$ cat src/design/luo_pkg.sv
package luo_pkg;

    // micro-operations issued by the sequencer
    typedef enum logic [4:0] {
        OP_NONE,
        OP_START,
        OP_DIV_NX,
        OP_DIV_NY,
        OP_MUL_XX,
        OP_MUL_YY,
        OP_MUL_XY,
        OP_MUL_R4,
        OP_MUL_R6,
        OP_MUL_K1,
        OP_MUL_K2,
        OP_MUL_K3,
        OP_MUL_P1A,
        OP_MUL_P2A,
        OP_MUL_P1B,
        OP_MUL_P2B,
        OP_PIX_X,
        OP_PIX_Y,
        OP_FIN,
        OP_DIV_RX,
        OP_DIV_RY,
        OP_LOAD
    } op_t;

    typedef struct packed {
        op_t op;
    } cmd_t;

    typedef struct packed {
        logic div_done;
        logic den_pos;
        logic out_free;
    } sts_t;

    typedef struct packed {
        logic [23:0] focal_x;
        logic [23:0] focal_y;
        logic [15:0] cx;
        logic [15:0] cy;
        logic [23:0] k1;
        logic [23:0] k2;
        logic [23:0] k3;
        logic [23:0] p1;
        logic [23:0] p2;
    } cfg_t;

    localparam int NUM_MUL_OPS = 12;

endpackage

$ cat src/design/luo_ctrl.sv
module luo_ctrl
    import luo_pkg::*;
#(
    parameter int ITERATIONS = 10
)
(
    input  logic clk,
    input  logic rst_n,
    input  logic in_valid,
    output logic in_stall,
    input  sts_t sts,
    output cmd_t cmd
);

    localparam int ITW = (ITERATIONS > 1) ? $clog2(ITERATIONS) : 1;

    typedef enum logic [4:0] {
        S_IDLE, S_NX, S_NX_W, S_NY, S_NY_W, S_MUL, S_MUL_W, S_FIN,
        S_RX, S_RX_W, S_RY, S_RY_W, S_PX, S_PX_W, S_PY, S_PY_W, S_OUT
    } state_t;

    state_t           state_reg;
    logic [3:0]       idx_reg;
    logic [ITW-1:0]   it_reg;
    logic             last_it;
    op_t              mul_op;

    // multiply order within one iteration
    always_comb
    begin
        case (idx_reg)
            4'd0:    mul_op = OP_MUL_XX;
            4'd1:    mul_op = OP_MUL_YY;
            4'd2:    mul_op = OP_MUL_XY;
            4'd3:    mul_op = OP_MUL_R4;
            4'd4:    mul_op = OP_MUL_R6;
            4'd5:    mul_op = OP_MUL_K1;
            4'd6:    mul_op = OP_MUL_K2;
            4'd7:    mul_op = OP_MUL_K3;
            4'd8:    mul_op = OP_MUL_P1A;
            4'd9:    mul_op = OP_MUL_P2A;
            4'd10:   mul_op = OP_MUL_P1B;
            4'd11:   mul_op = OP_MUL_P2B;
            default: mul_op = OP_NONE;
        endcase
    end

    assign last_it = (it_reg == ITW'(ITERATIONS - 1));

    // command decode
    always_comb
    begin
        case (state_reg)
            S_IDLE:  cmd.op = in_valid ? OP_START : OP_NONE;
            S_NX:    cmd.op = OP_DIV_NX;
            S_NY:    cmd.op = OP_DIV_NY;
            S_MUL:   cmd.op = mul_op;
            S_FIN:   cmd.op = OP_FIN;
            S_RX:    cmd.op = OP_DIV_RX;
            S_RY:    cmd.op = OP_DIV_RY;
            S_PX:    cmd.op = OP_PIX_X;
            S_PY:    cmd.op = OP_PIX_Y;
            S_OUT:   cmd.op = sts.out_free ? OP_LOAD : OP_NONE;
            default: cmd.op = OP_NONE;
        endcase
    end

    assign in_stall = (state_reg != S_IDLE);

    // sequencer
    always_ff @(posedge clk or negedge rst_n)
    begin
        if (!rst_n)
        begin
            state_reg <= S_IDLE;
            idx_reg   <= '0;
            it_reg    <= '0;
        end
        else
        begin
            case (state_reg)
                S_IDLE:
                begin
                    if (in_valid)
                    begin
                        state_reg <= S_NX;
                    end
                end
                S_NX:   state_reg <= S_NX_W;
                S_NX_W:
                begin
                    if (sts.div_done)
                    begin
                        state_reg <= S_NY;
                    end
                end
                S_NY:   state_reg <= S_NY_W;
                S_NY_W:
                begin
                    if (sts.div_done)
                    begin
                        state_reg <= S_MUL;
                        idx_reg   <= '0;
                        it_reg    <= '0;
                    end
                end
                S_MUL:  state_reg <= S_MUL_W;
                S_MUL_W:
                begin
                    if (idx_reg == 4'(NUM_MUL_OPS - 1))
                    begin
                        idx_reg   <= '0;
                        state_reg <= S_FIN;
                    end
                    else
                    begin
                        idx_reg   <= idx_reg + 4'd1;
                        state_reg <= S_MUL;
                    end
                end
                S_FIN:
                begin
                    if (sts.den_pos)
                    begin
                        state_reg <= S_RX;
                    end
                    else if (last_it)
                    begin
                        state_reg <= S_PX;
                    end
                    else
                    begin
                        it_reg    <= it_reg + 1'b1;
                        state_reg <= S_MUL;
                    end
                end
                S_RX:   state_reg <= S_RX_W;
                S_RX_W:
                begin
                    if (sts.div_done)
                    begin
                        state_reg <= S_RY;
                    end
                end
                S_RY:   state_reg <= S_RY_W;
                S_RY_W:
                begin
                    if (sts.div_done)
                    begin
                        if (last_it)
                        begin
                            state_reg <= S_PX;
                        end
                        else
                        begin
                            it_reg    <= it_reg + 1'b1;
                            state_reg <= S_MUL;
                        end
                    end
                end
                S_PX:   state_reg <= S_PX_W;
                S_PX_W: state_reg <= S_PY;
                S_PY:   state_reg <= S_PY_W;
                S_PY_W: state_reg <= S_OUT;
                S_OUT:
                begin
                    if (sts.out_free)
                    begin
                        state_reg <= S_IDLE;
                    end
                end
                default: state_reg <= S_IDLE;
            endcase
        end
    end

`ifndef NO_ASSERTIONS
    a_iter_bound: assert property (@(posedge clk) disable iff (!rst_n)
        (state_reg == S_MUL) |-> (it_reg <= ITW'(ITERATIONS - 1)))
        else $error("iteration count overrun");

    a_accept_idle: assert property (@(posedge clk) disable iff (!rst_n)
        (cmd.op == OP_START) |=> (state_reg == S_NX))
        else $error("accepted word not started");

    a_idx_reset: assert property (@(posedge clk) disable iff (!rst_n)
        (state_reg == S_FIN) |-> (idx_reg == 4'd0))
        else $error("multiply index not rewound");
`endif

endmodule

$ cat config.mk
export PLATFORM = sky130hd
export DESIGN_NAME = luo_ctrl
export DESIGN_NICKNAME = d
export VERILOG_FILES = /design/src/design/luo_pkg.sv /design/src/design/luo_ctrl.sv
export SDC_FILE = /design/constraint.sdc
export NUM_CORES = 1
export LEC_CHECK = 0
export ABC_AREA = 1
export BUFFER_PORTS_ARGS = -buffer_cell sky130_fd_sc_hd__buf_2
export CAP_MARGIN = 0
export CORE_AREA = 2 2 57 59
export DETAILED_ROUTE_END_ITERATION = 8
export DIE_AREA = 0 0 59 61
export PLACE_DENSITY = 0.59
export SYNTH_ARGS = -nofsm -noshare
export SYNTH_HDL_FRONTEND = slang
export SYNTH_SLANG_ARGS = --single-unit
$ cat constraint.sdc
create_clock -name clk -period 3 [get_ports clk]
set_input_delay 0.6 -clock clk [delete_from_list [all_inputs] [get_ports clk]]
set_output_delay 0.6 -clock clk [all_outputs]
set_load 0.005 [all_outputs]
==> results.toml <==
[die]
start_util_pct = 38.47
chipHeight_um = 61
ios = 12
num_rows = 20
core-area_mm2 = 0.002953
dieArea_mm2 = 0.003599
die_x_um = 59

[timing]
rsz0062_at_grt = "false"
setup_viol_count_final = 0
setup_slack_ns = 0.6074
tns_ns = 0
worst_pin_slew_ns = 0.3529
finClkSkew_ns = 0.004439
fin_hold_ws_ns = 0.1822
finalMaxSlewViolations = 0
maxSlewHeadroom_pct = 76.39
fin_crit_sh_pct = 79.75
fmax_ghz = 0.4180
final-hold-violation-count = 0
period_needed_ns = 2.393

[power]
vdd_drop_max_mv = 0.4224
power_density_mw_per_mm2 = 770.5
cellLeakagePower_nw = 0.6606

[synth]
ys.flop_type = "dfrtp_1"
synth_top_area_share_pct = 28.63
syn_inst = 170
syn-num-nets = 181
yosysUniqueCellTypes = 28
avgSynthCellArea_um2 = 6.683
syn_area_mm2 = 0.001136
yosysWarnings = 0
yosys.area.top_type = "dfrtp_1"
ys_seq_area_share_pct = 28.63
ys_seq_elements = 13
synth_area_leaders = "dfrtp_1 29%, nand2_1 18%, nand3_1 7.9%, ha_1 5.5%, inv_1 5.3%"
synth-edff-count = 0
ys_async_sr_fraction_pct = 100.0

[setup_path]
required_ns = 2.40
end_kind = "output port"
critPathMaxFanout = 6
path_cells = "inv_1 -> nand2_1 -> nor2_2 -> nand2_1 -> a21oi_2 -> a21oi_1 -> o21ai_0 -> buf_2"
r2r_slack_ns = 1.50
max_stage_delay_ns = 0.42
crit_buf_inv = 2
crit_type = "flop to output port"
ff2ff_path_depth = 6
crit_cells = 8
timing.rr.end = "idx_reg[0]$_DFFE_PN0P_"
timing.rr.start = "state_reg[3]$_DFFE_PN0P_"
slowest_stage = "dfrtp_1"
arrival_ns = 1.79
cp_common_cell = "nand2_1"
cp-start-kind = "flop"
critPathTopFamily = "simple AND/OR/NAND/NOR gates"

[placement]
gp_congestion = 0.8901
place_inst = 214
dp_hpwl_um = 2163
pre_cts_slack_ns = 0.9686
io_buffers = 11

[route]
via_per_inst = 5.083
drtIter0Drc = 42
wirelength_um = 2730
firstDrtPassIters = 4
ant_nets = 0
route.detailed.drc = 0
routedWlPerCell_um = 12.52
vias = 1108

[cells_and_area]
layout.nets = 197
diodes = 0
drive_gt1_share_pct = 21.08
fillCellCount = 346
mostFrequentLayoutCells = "53 x nand2_1, 18 x nand3_1, 16 x inv_1"
area_delta_synth_final_pct = 10.79
largest_reg_flops = 5
layout.cells.most_common = "nand2_1"
stdcell_count = 218

[job]
maxCapViolations = 0

[cts]
cts_tree = "done"
cts_buffers = 3
worstSkewPairLatency_ns = 0.29
cts_resized = 0
h-tree-depth = 1
cts_root_buf = "clkbuf_4"
clkSlewWorstSetupHoldPaths_ns = 0.09
hold_buffers = 0
clockBufferDepth = 2
clock-sinks = 13
cts_setup_buffers = 0

[global_route]
grt_overflow = 0
grt_start_max_net_pins = 14
grt_usage_pct = 17.42
antenna_found_initial = 0
grt_pass1_wl_um = 4740
first_global_vias = 1069

[run_status]
status = "finished clean"

[hold_path]
hold_class = "input pin to asynchronous set/reset pin"
-- metal layers --
layer  GRT usage (%)  wire (um)
met3           2.772        165
met5               0          0
met4           6.818         46
met2           27.46       1221
met1           23.93       1297
-- how the worst max path moves through the flow --
stage | from | to | slack (ns)
after global placement | state_reg[3]$_DFFE_PN0P_ | cmd[1] | 1.04
final | state_reg[3]$_DFFE_PN0P_ | cmd[1] | 0.61
after global routing | state_reg[3]$_DFFE_PN0P_ | cmd[1] | 0.48
after detailed placement | state_reg[3]$_DFFE_PN0P_ | cmd[1] | 0.97
after CTS | state_reg[3]$_DFFE_PN0P_ | cmd[1] | 0.62
after floorplan | state_reg[3]$_DFFE_PN0P_ | cmd[1] | 1.24
-- stage by stage --
stage          power, mW  utilization, %  cell area [um2]
5_1_grt            1.057           42.63             1259
6_report          0.9698           42.63             1259
3_3_place_gp      0.8395           41.74             1232
3_5_place_dp      0.8499           41.74             1232
2_1_floorplan     0.7063               -             1136
4_1_cts           0.9695           42.63             1259
-- logic make-up after synthesis --
logic type      count (synthesis)  synth area share, %
simple gates                  107                45.15
mux                             1               0.8811
flops                          13                28.63
buf+inv                        25                8.260
fa+ha+maj                       5                5.507
compound gates                 15                8.481
xor+xnor                        4                3.084
-- where the power goes --
| part | internal (mW) | leakage [nW] | switching, mW |
|---|---|---|---|
| Sequential | 0.224 | 0.173 | 0.0856 |
| Clock | 0.0519 | 0.0150 | 0.0688 |
| Combinational | 0.196 | 0.473 | 0.344 |
| Total | 0.472 | 0.661 | 0.498 |
-- area by class of cell --
cell class                 count  area (um2)  area share [%]
timing repair buffer          11       55.05           4.374
multi-input combinational    132       716.9           56.96
clock buffer                   4       26.28           2.087
tap                           33       41.29           3.280
inverter                      25       93.84           7.455
sequential                    13       325.3           25.84
-- synthesized netlist by cell type (3+ instances only) --
cell      n
nand2_2   3
nor2_2    6
nand3_1  18
nor2_1   14
nor2_4    4
dfrtp_1  13
nand4_1   4
ha_1      5
inv_1    16
inv_2     8
o21ai_0   4
nand2_1  53
Power figures use the tool's default switching activity.
